<file path="src/hdl/rau_pkg.sv">
// Package for the rational arithmetic unit: beat structs, modes, status codes.
// No dependencies.
`timescale 1ns / 1ps
package rau_pkg;
	localparam int DEF_WIDTH = 32;

	typedef enum logic [1:0] {
		MODE_ADD = 2'd0,
		MODE_SUB = 2'd1,
		MODE_MUL = 2'd2,
		MODE_NRM = 2'd3
	} mode_t;

	typedef enum logic [1:0] {
		ST_OK   = 2'd0,
		ST_OVF  = 2'd1,
		ST_ZOZ  = 2'd2,
		ST_RSVD = 2'd3
	} status_t;

	typedef struct packed {
		logic [1:0]  mode;
		logic [31:0] a_num;
		logic [31:0] a_den;
		logic [31:0] b_num;
		logic [31:0] b_den;
	} in_beat_t;

	typedef struct packed {
		logic [31:0] result_num;
		logic [30:0] result_den;
		logic [1:0]  status;
	} out_beat_t;
endpackage

</file>
<file path="src/hdl/rational_arith_unit.sv">
// Rational arithmetic unit: add/sub/mul/normalise two fractions, reduce by gcd.
// Depends on rau_pkg. One multiplier serves all products, one divider gcd and divisions.
//
//  channel  dir  valid     stall     payload
//  in       in   in_valid  in_stall  in_data  (rau_pkg::in_beat_t)
//  out      out  out_valid out_stall out_data (rau_pkg::out_beat_t)
//
// One beat first forms its products by shift-add, one bit a cycle (three products
// for add/sub, two for multiply, none for normalise), then runs one division per Euclid
// remainder step (restoring divider, one quotient bit a cycle) until the remainder is
// zero, then two more such divisions. Accept, range check and result load each have a state.
// Out-of-range and 0/0 beats skip the gcd and divisions.
// in_stall is high from acceptance until the result beat is taken; the result
// waits in out_data while out_stall is high. Reset clears the sequencer only.
`timescale 1ns / 1ps
module rational_arith_unit #(
	parameter int WIDTH = rau_pkg::DEF_WIDTH
) (
	input  logic                clk,
	input  logic                arst_n,
	input  logic                in_valid,
	output logic                in_stall,
	input  rau_pkg::in_beat_t   in_data,
	output logic                out_valid,
	input  logic                out_stall,
	output rau_pkg::out_beat_t  out_data
);
	localparam int PW = 2 * WIDTH + 2;  // product / sum width
	localparam int CW = $clog2(PW + 1);

	typedef enum logic [7:0] {
		S_IDLE = 8'b00000001,
		S_MUL  = 8'b00000010,
		S_CHK  = 8'b00000100,
		S_GCD  = 8'b00001000,
		S_DIVN = 8'b00010000,
		S_DIVD = 8'b00100000,
		S_FIN  = 8'b01000000,
		S_OUT  = 8'b10000000
	} state_t;

	state_t state_q;
	logic [1:0] mode_q;
	logic signed [WIDTH-1:0] an_q, ad_q, bn_q, bd_q;
	logic [1:0] pidx_q;               // which product
	logic signed [PW-1:0] p0_q, p1_q, p2_q; // an*bd (or an*bn), bn*ad, ad*bd
	// shared shift-add multiplier registers
	logic [WIDTH:0] mcand_q, mplier_q;
	logic [PW-1:0] macc_q;
	logic mneg_q;
	logic [CW-1:0] cnt_q;
	// shared divider
	logic [PW-1:0] dvd_q, rem_q, dvs_q;
	logic neg_q;
	logic [PW-1:0] un_q, ud_q, gx_q, gy_q;
	logic gdiv_q;                     // divider busy
	logic [PW-1:0] qn_q;
	logic [1:0] st_q;

	function automatic logic signed [WIDTH-1:0] sx(input logic [31:0] v);
		sx = v[WIDTH-1:0];
	endfunction

	// operand selection for product
	logic signed [WIDTH:0] opa, opb;
	always_comb begin
		case (pidx_q)
			2'd0: begin
				opa = {an_q[WIDTH-1], an_q};
				opb = (mode_q == rau_pkg::MODE_MUL) ? {bn_q[WIDTH-1], bn_q}
				                                    : {bd_q[WIDTH-1], bd_q};
			end
			2'd1: begin
				opa = (mode_q == rau_pkg::MODE_SUB) ? -{bn_q[WIDTH-1], bn_q}
				                                    : {bn_q[WIDTH-1], bn_q};
				opb = {ad_q[WIDTH-1], ad_q};
			end
			default: begin
				opa = {ad_q[WIDTH-1], ad_q};
				opb = {bd_q[WIDTH-1], bd_q};
			end
		endcase
	end

	// divider step: one restoring bit
	logic [PW-1:0] rsh, rdiff;
	logic rge;
	assign rsh   = {rem_q[PW-2:0], dvd_q[PW-1]};
	assign rge   = rsh >= dvs_q;
	assign rdiff = rsh - dvs_q;

	// range check on unreduced parts
	localparam logic signed [PW-1:0] LO = -(PW'(1) <<< (WIDTH - 1));
	localparam logic signed [PW-1:0] HI = (PW'(1) <<< (WIDTH - 1)) - PW'(1);
	logic signed [PW-1:0] nsel, dsel;
	assign nsel = (mode_q == rau_pkg::MODE_NRM) ? PW'(an_q) :
	              (mode_q == rau_pkg::MODE_MUL) ? p0_q : p0_q + p1_q;
	assign dsel = (mode_q == rau_pkg::MODE_NRM) ? PW'(ad_q) : p2_q;

	logic [PW-1:0] hiu, lou;
	assign hiu = PW'(HI);
	assign lou = hiu + PW'(1);

	always_ff @(posedge clk or negedge arst_n) begin
		if (!arst_n) begin
			state_q <= S_IDLE;
			gdiv_q  <= 1'b0;
		end else begin
			case (state_q)
				S_IDLE: begin
					if (in_valid) begin
						mode_q <= in_data.mode;
						an_q <= sx(in_data.a_num);
						ad_q <= sx(in_data.a_den);
						bn_q <= sx(in_data.b_num);
						bd_q <= sx(in_data.b_den);
						pidx_q <= 2'd0;
						cnt_q <= '0;
						macc_q <= '0;
						state_q <= (in_data.mode == rau_pkg::MODE_NRM) ? S_CHK : S_MUL;
					end
				end
				S_MUL: begin
					if (cnt_q == '0) begin
						// load operands as magnitudes
						mcand_q <= opa[WIDTH] ? -opa : opa;
						mplier_q <= opb[WIDTH] ? -opb : opb;
						mneg_q <= opa[WIDTH] ^ opb[WIDTH];
						cnt_q <= CW'(1);
					end else if (cnt_q <= CW'(WIDTH + 1)) begin
						if (mplier_q[0])
							macc_q <= macc_q + (PW'(mcand_q) << (cnt_q - CW'(1)));
						mplier_q <= mplier_q >> 1;
						cnt_q <= cnt_q + CW'(1);
					end else begin
						case (pidx_q)
							2'd0: p0_q <= mneg_q ? -macc_q : macc_q;
							2'd1: p1_q <= mneg_q ? -macc_q : macc_q;
							default: p2_q <= mneg_q ? -macc_q : macc_q;
						endcase
						macc_q <= '0;
						mneg_q <= 1'b0;
						mplier_q <= '0;
						cnt_q <= '0;
						if (pidx_q == 2'd2 || (mode_q == rau_pkg::MODE_MUL && pidx_q == 2'd0))
							pidx_q <= pidx_q + 2'd1 + ((pidx_q == 2'd0) ? 2'd1 : 2'd0);
						else
							pidx_q <= pidx_q + 2'd1;
						if (pidx_q == 2'd2)
							state_q <= S_CHK;
					end
				end
				S_CHK: begin
					if (nsel < LO || nsel > HI || dsel < LO || dsel > HI) begin
						st_q <= rau_pkg::ST_OVF;
						state_q <= S_FIN;
					end else if (nsel == '0 && dsel == '0) begin
						st_q <= rau_pkg::ST_ZOZ;
						state_q <= S_FIN;
					end else begin
						logic signed [PW-1:0] n2, d2;
						n2 = dsel[PW-1] ? -nsel : nsel;
						d2 = dsel[PW-1] ? -dsel : dsel;
						neg_q <= n2[PW-1];
						un_q <= n2[PW-1] ? -n2 : n2;
						ud_q <= d2;
						gx_q <= n2[PW-1] ? -n2 : n2;
						gy_q <= d2;
						st_q <= rau_pkg::ST_OK;
						gdiv_q <= 1'b0;
						state_q <= S_GCD;
					end
				end
				S_GCD, S_DIVN, S_DIVD: begin
					if (!gdiv_q) begin
						if (state_q == S_GCD && gy_q == '0) begin
							state_q <= S_DIVN;
						end else begin
							dvd_q <= (state_q == S_GCD) ? gx_q :
							         (state_q == S_DIVN) ? un_q : ud_q;
							dvs_q <= (state_q == S_GCD) ? gy_q : gx_q;
							rem_q <= '0;
							cnt_q <= '0;
							gdiv_q <= 1'b1;
						end
					end else if (cnt_q != CW'(PW)) begin
						rem_q <= rge ? rdiff : rsh;
						dvd_q <= {dvd_q[PW-2:0], rge};
						cnt_q <= cnt_q + CW'(1);
					end else begin
						gdiv_q <= 1'b0;
						case (state_q)
							S_GCD: begin
								gx_q <= gy_q;
								gy_q <= rem_q;
							end
							S_DIVN: begin
								qn_q <= dvd_q;
								state_q <= S_DIVD;
							end
							default: begin
								if ((!neg_q && qn_q > hiu) || (neg_q && qn_q > lou) ||
								    dvd_q > hiu) begin
									st_q <= rau_pkg::ST_OVF;
								end else begin
									un_q <= neg_q ? -qn_q : qn_q;
									ud_q <= dvd_q;
								end
								state_q <= S_FIN;
							end
						endcase
					end
				end
				S_FIN: begin
					out_data.status <= st_q;
					out_data.result_num <= (st_q == rau_pkg::ST_OK) ?
						32'(signed'(un_q[WIDTH-1:0])) : '0;
					out_data.result_den <= (st_q == rau_pkg::ST_OK) ? 31'(ud_q[WIDTH-1:0]) : '0;
					state_q <= S_OUT;
				end
				S_OUT: begin
					if (!out_stall)
						state_q <= S_IDLE;
				end
				default: state_q <= S_IDLE;
			endcase
		end
	end

	assign in_stall  = (state_q != S_IDLE);
	assign out_valid = (state_q == S_OUT);
endmodule
</file>
<file path="config.mk">
export PLATFORM = sky130hd
export DESIGN_NAME = rational_arith_unit
export DESIGN_NICKNAME = d
export VERILOG_FILES = /design/src/hdl/rau_pkg.sv /design/src/hdl/rational_arith_unit.sv
export SDC_FILE = /design/constraint.sdc
export NUM_CORES = 2
export LEC_CHECK = 0
export ABC_AREA = 0
export ABC_CLOCK_PERIOD_IN_PS = 9900
export BUFFER_PORTS_ARGS = -buffer_cell sky130_fd_sc_hd__buf_2
export CORE_MARGIN = 2
export CORE_UTILIZATION = 53
export CTS_CLUSTER_DIAMETER = 80
export DETAILED_ROUTE_END_ITERATION = 6
export GPL_TIMING_DRIVEN = 0
export PLACE_DENSITY = 0.72
export SYNTH_ARGS = -nofsm -noshare
export SYNTH_HDL_FRONTEND = slang
export SYNTH_SLANG_ARGS = --single-unit
</file>
<file path="constraint.sdc">
create_clock -name clk -period 9.9 [get_ports clk]
set_input_delay 0.495 -clock clk [delete_from_list [all_inputs] [get_ports clk]]
set_output_delay 0.495 -clock clk [all_outputs]
set_load 0.1 [all_outputs]
</file>
==> Word-level counts from Yosys, hierarchy flattened <==
Cells that the tools add are included.
{ "word_totals": {"ff_bits": 1075, "inputBits": 134, "out_inout_bits": 67, "wordCells": 240} }
{ "op_classes": {"add_sub_neg": 15, "order_cmp": 9, "n_eq_ne": 38, "shifts": 1, "muxes": 93, "n_bitwise": 9, "n_reduce_logical": 45} }
{ "op_table": {"columns": ["op", "n"], "rows": [
  ["$mux 66", 39],
  ["$pmux 66 s2", 5],
  ["$neg 66->66", 5],
  ["$gt 66x32->1 const B", 3],
  ["$logic_not 66->1", 3],
  ["$add 66x66->66", 2],
  ["$gt 66x31->1 const B", 2],
  ["$lt 66x32->1 const B", 2],
  ["$mux 33", 4],
  ["$pmux 33 s2", 2],
  ["$neg 33->33", 3],
  ["$ge 66x66->1", 1],
  ["$shl 33x7->66", 1],
  ["$sub 66x66->66", 1],
  ["$mux 32", 2],
  ["$mux 8", 8],
  ["$mux 7", 8],
  ["$pmux 8 s6", 1],
  ["$reduce_and 5->1", 7],
  ["$ne 2x2->1 const B", 15],
  ["$pmux 7 s3", 1],
  ["$mux 2", 10],
  ["$ne 3x3->1 const B", 6],
  ["$pmux 8 s2", 1],
  ["other kinds (39)", 78]
]} }

==> Depth between registers and ports, before layout <==
{ "depth": {"depth_word": 10, "depth_mapped": 33, "ltp_nobuf": 29} }

==> Worst setup path after synthesis <==
OpenSTA, ideal clock, no wires.
{ "synth_path": {"kind": "reg-to-reg", "from": "register mode_q[0]", "to": "register ud_q[0], enable pin", "setup_time_ps": 843, "t_arrival_ps": 8561, "required_ps": 9057, "slack_ps": 496, "path_stages_with_launch": 29, "n_path_buf": 11, "synth_period_minus_slack_ps": 9404, "path_cell_list": "edfxtp_1 > buf_2 > buf_2 > buf_2 > buf_2 > buf_4 > and2_1 > clkbuf_1 > clkbuf_1 > clkbuf_1 > clkbuf_1 > clkbuf_1 > buf_1 > mux2i_1 > ha_1 > o211ai_1 > a211oi_1 > nand2_1 > nor2_1 > nand2_1 > nor2_1 > o21ai_1 > or2_2 > or3_1 > or3_1 > a211o_1 > nor4_1 > nor3b_1 > o211a_1"} }
{ "synth_via": {"elab_chain_len": 9, "word_cells_on_any_way": 18, "classes_between": "4 x order compare; 4 x eq/ne; 3 x mux; 7 x reduce/logical"} }
{ "synth_lines": {"columns": ["element", "line", "rtl"], "rows": [
  ["start: declaration", "rational_arith_unit.sv:43", "logic [1:0] mode_q;"],
  ["start signal: assignment", "rational_arith_unit.sv:112", "mode_q <= in_data.mode;"],
  ["$eq 2x2->1", "rational_arith_unit.sv:97", "(mode_q == rau_pkg::MODE_MUL) ? p0_q : p0_q + p1_q;"],
  ["$mux 66", "rational_arith_unit.sv:97", null],
  ["$mux 66", "rational_arith_unit.sv:96", "assign nsel = (mode_q == rau_pkg::MODE_NRM) ? PW'(an_q) :"],
  ["$lt 66x32->1 / $gt 66x32->1 (equally long branches)", "rational_arith_unit.sv:154", "if (nsel < LO || nsel > HI || dsel < LO || dsel > HI) begin"],
  ["$logic_or 1x1->1 (3 in a row)", "rational_arith_unit.sv:154", null],
  ["$ne 2x2->1 (no line)", null, null],
  ["$reduce_and 8->1 (no line) (*)", null, null],
  ["end signal: assignment", "rational_arith_unit.sv:207", "ud_q <= dvd_q;"],
  ["end: declaration", "rational_arith_unit.sv:55", "logic [PW-1:0] un_q, ud_q, gx_q, gy_q;"]
]} }
Mark *: on every way between the ends. The rest lies on a longest branch, timed or not.
A chain may end at the register's enable or synchronous reset.

==> Worst setup path in the final report <==
{ "layout_path": {"from": "register mode_q[1]", "to": "register ud_q[6], enable pin"} }
The elaborated chain is that of the path after synthesis.

==> results.cfg <==
[yosys]
yosysUniqueCellTypes = 100
synth_edf_count = 1066
syn_avg_cell_area_um2 = 9.68
synth_area_um2 = 68200
async_reset_ff_share_pct = 0.837
synth_seq_cells = 1075
synthFlopType = edfxtp_1
yosysWarningCount = 0
synthCells = 7046
synth_seq_area_share_pct = 47.3

[global_route]
grt.total_usage_pct = 42.1
first_global_vias = 57600
grt-ovfl-total = 0
grt_max_degree = 73
grt_antenna_before_repair = 8
grt_first_pass_wirelength_um = 401000

[worst_hold_path]
hold_path.class = primary input to flop

[drt]
wl_per_cell_um = 30.5
drt_iter0_drc = 8426
vias = 61600
antenna_left = 0
avgViaCountPerCell = 6.62
wl_um = 284000
first_pass_iters = 6
drc = 0

[sta]
setup_violations = 0
max_slew_margin_pct = -6.46
hold_viol = 0
fmax_mhz = 103
finalCritPeriodShare_pct = 98.2
worst_slew_pin_slew_ps = 1580
fin_crit_ps = 9720
clock_skew_ps = 92.4
drv_slew = 18
rsz0062_at_grt = false

[finish]
fillCellCount = 10800
syn_to_final_growth_pct = 13.2
nNetsFinal = 7886
final_area_um2 = 77200
drive_gt1_share_pct = 8.47

[power]
p_per_area_nw_per_um2 = 215
ir_drop_v = 0.000197
leakage_nw = 28.2
power_mw = 16.6

[outcome]
violations = max-capacitance violations, max-slew violations
status = finished, violations left

[worst_setup_path]
critical_path.endpoint_type = flop
crit_required_ps = 10290
cp-start-kind = flop
critical_path_class = flop to flop
arrival_ps = 10100
worstPathMaxFanout = 59

[floorplan]
die_area_um2 = 132000
row_count = 131
fp.dieH_um = 363
floorplan.initialDensity_pct = 53.4
die_width_um = 363
ios = 201
fp.coreArea_um2 = 128000

[placement]
dp_hpwl_um = 224000
place_area_um2 = 72000
gp_congestion = 1.05
io_buffers = 200

[cts]
htree_levels = 3
clock-sinks = 1075
cts_buffer_depth = 3
cts_root_buf = clkbuf_16
cts_buffers = 117
cts_tree = done
worstSkewPairLatency_ps = 800
path_clk_slew_ps = 60

[run]
cap_viol_max_count = 3
## layout make-up
cell class / instances / area, um2 / area share (%)
sequential: 1075 / 32200 / 41.8
antenna: 6 / 15.0 / 0.0194
inverter: 162 / 608 / 0.788
buffer: 361 / 1420 / 1.84
timing repair buffer: 378 / 2950 / 3.82
multi-input combinational: 5445 / 34100 / 44.1
clock buffer: 137 / 3000 / 3.89
clock inverter: 78 / 826 / 1.07
tap: 1662 / 2080 / 2.69
## final timing paths
path	start	endpoint	slack (ps)	cells after the start
min	out_stall	state_q[7]$_DFFE_PN0P_	90	3
max	mode_q[1]$_DFFE_PP_	ud_q[6]$_DFFE_PP_	180	20
max in group asynchronous	arst_n	state_q[0]$_DFFE_PN1P_	9340	2
min reg2reg	dvd_q[17]$_DFFE_PP_	qn_q[17]$_DFFE_PP_	480	0
min in group asynchronous	arst_n	state_q[3]$_DFFE_PN0P_	200	2
max reg2reg	mode_q[1]$_DFFE_PP_	ud_q[6]$_DFFE_PP_	180	20
## worst max-delay path: stages, from the launching register on
cell and delay (ps):
edfxtp_1 350, buf_2 220, inv_1 100, clkbuf_1 550, clkbuf_1 640, buf_2 420, clkbuf_1 690, buf_1 670
clkbuf_2 590, o211ai_1 160, nand3_1 340, o31ai_1 250, nor4b_1 650, and3_1 330, nand4b_1 300, o22ai_1 800
nand2_1 190, nor3b_1 640, o211a_4 620, buf_16 320, buf_16 310
## synth_stat cells (34+ instances only)
master	instances	area share, %
nor4_1	65	0.60
a21oi_1	578	4.2
buf_1	34	0.19
or4_1	37	0.41
edfxtp_1	1066	47
or2_2	38	0.35
xor2_1	198	2.5
o21ai_0	465	3.4
mux2_2	83	1.4
a21o_1	179	2.0
ha_1	209	3.8
nand3_1	239	1.8
nor2b_1	76	0.70
nand2_1	835	4.6
mux2i_1	147	2.2
nand2b_1	37	0.34
nand4_1	100	0.92
xnor2_1	321	4.1
nor3_1	165	1.2
clkbuf_1	305	1.7
o21a_1	44	0.48
o211ai_1	36	0.40
and2_1	103	0.94
a31oi_1	62	0.57
a211oi_1	74	0.81
or3_1	94	0.86
inv_1	161	0.89
and3_1	58	0.53
nor2_1	686	3.8
o31ai_1	87	0.96
o21bai_1	36	0.40
## power by group
| group | leakage (nW) | internal [mW] | switching (mW) |
|---|---|---|---|
| Clock | 1.86 | 2.48 | 1.98 |
| Combinational | 16.5 | 1.92 | 4.28 |
| Sequential | 9.81 | 5.57 | 0.351 |
## kinds of logic after synthesis
kind of cell               count (synthesis)  share of synthesized area, %
AOI/OAI and AO/OA                       1824                          16.6
DFF                                     1075                          47.3
and+or+nand+nor                         2637                          18.4
other                                      1                       0.00550
xor gates and xnor gates                 519                          6.66
buffers and inverters                    527                          2.96
adders and majority gates                212                          3.92
muxes                                    251                          4.22
## per-stage QoR
stage,instances,setup TNS [ps],utilization [%],hold WS (ps),worst slack (ps)
2_1_floorplan,7047,0,-,199,496
3_3_place_gp,8909,-2297130,55.8,451,-5480
3_5_place_dp,8954,-563170,56.4,457,-2490
4_1_cts,9299,0,60.4,28.3,73.1
5_1_grt,9299,0,60.5,102,24.3
6_report,9304,0,60.5,92.2,181
## repair_timing
action	4_1_cts	5_1_grt
hold endpoints to repair	140	0
buffers inserted	1	0
endpoints found under the setup margin	287	148
hold buffers	131	0
pin swaps	1	0
resized for setup	10	14
## layout by cell type, fill, tap and decap left out, types with 43 or more instances in the layout
| cell | synthesis | layout |
|---|---|---|
| a211oi_1 | 74 | 73 |
| a21o_1 | 179 | 179 |
| a21oi_1 | 578 | 577 |
| a31oi_1 | 62 | 62 |
| and2_1 | 103 | 103 |
| and3_1 | 58 | 55 |
| buf_2 | 22 | 224 |
| clkbuf_1 | 305 | 314 |
| clkbuf_16 | 0 | 117 |
| dlygate4sd3_1 | 0 | 131 |
| edfxtp_1 | 1066 | 1066 |
| ha_1 | 209 | 209 |
| inv_1 | 161 | 161 |
| mux2_2 | 83 | 83 |
| mux2i_1 | 147 | 147 |
| nand2_1 | 835 | 835 |
| nand3_1 | 239 | 239 |
| nand4_1 | 100 | 100 |
| nor2_1 | 686 | 681 |
| nor2b_1 | 76 | 75 |
| nor3_1 | 165 | 165 |
| nor4_1 | 65 | 62 |
| o21a_1 | 44 | 43 |
| o21ai_0 | 465 | 463 |
| o31ai_1 | 87 | 86 |
| or3_1 | 94 | 94 |
| xnor2_1 | 321 | 320 |
| xor2_1 | 198 | 198 |
## routing by layer
| layer | routed length [um] | global-route usage (%) | vias to the layer above |
|---|---|---|---|
| met5 | 57 | 0 | - |
| met4 | 25800 | 31.9 | 8 |
| met3 | 28500 | 8.25 | 890 |
| met2 | 126000 | 65.6 | 3939 |
| met1 | 103000 | 51.8 | 29600 |
| li1 | - | - | 27100 |
## state kept, by name, indices dropped and copies added, names as in the netlist, 7 cells and up
| signal | flops |
|---|---|
| dvd_q | 66 |
| dvs_q | 66 |
| gx_q | 66 |
| gy_q | 66 |
| macc_q | 66 |
| p0_q | 66 |
| p1_q | 66 |
| p2_q | 66 |
| qn_q | 66 |
| rem_q | 66 |
| ud_q | 66 |
| un_q | 66 |
| out_data | 65 |
| mcand_q | 33 |
| mplier_q | 33 |
| ad_q | 32 |
| an_q | 32 |
| bd_q | 32 |
| bn_q | 32 |
| state_q | 8 |
| cnt_q | 7 |
(Power assumes the default switching activity.)
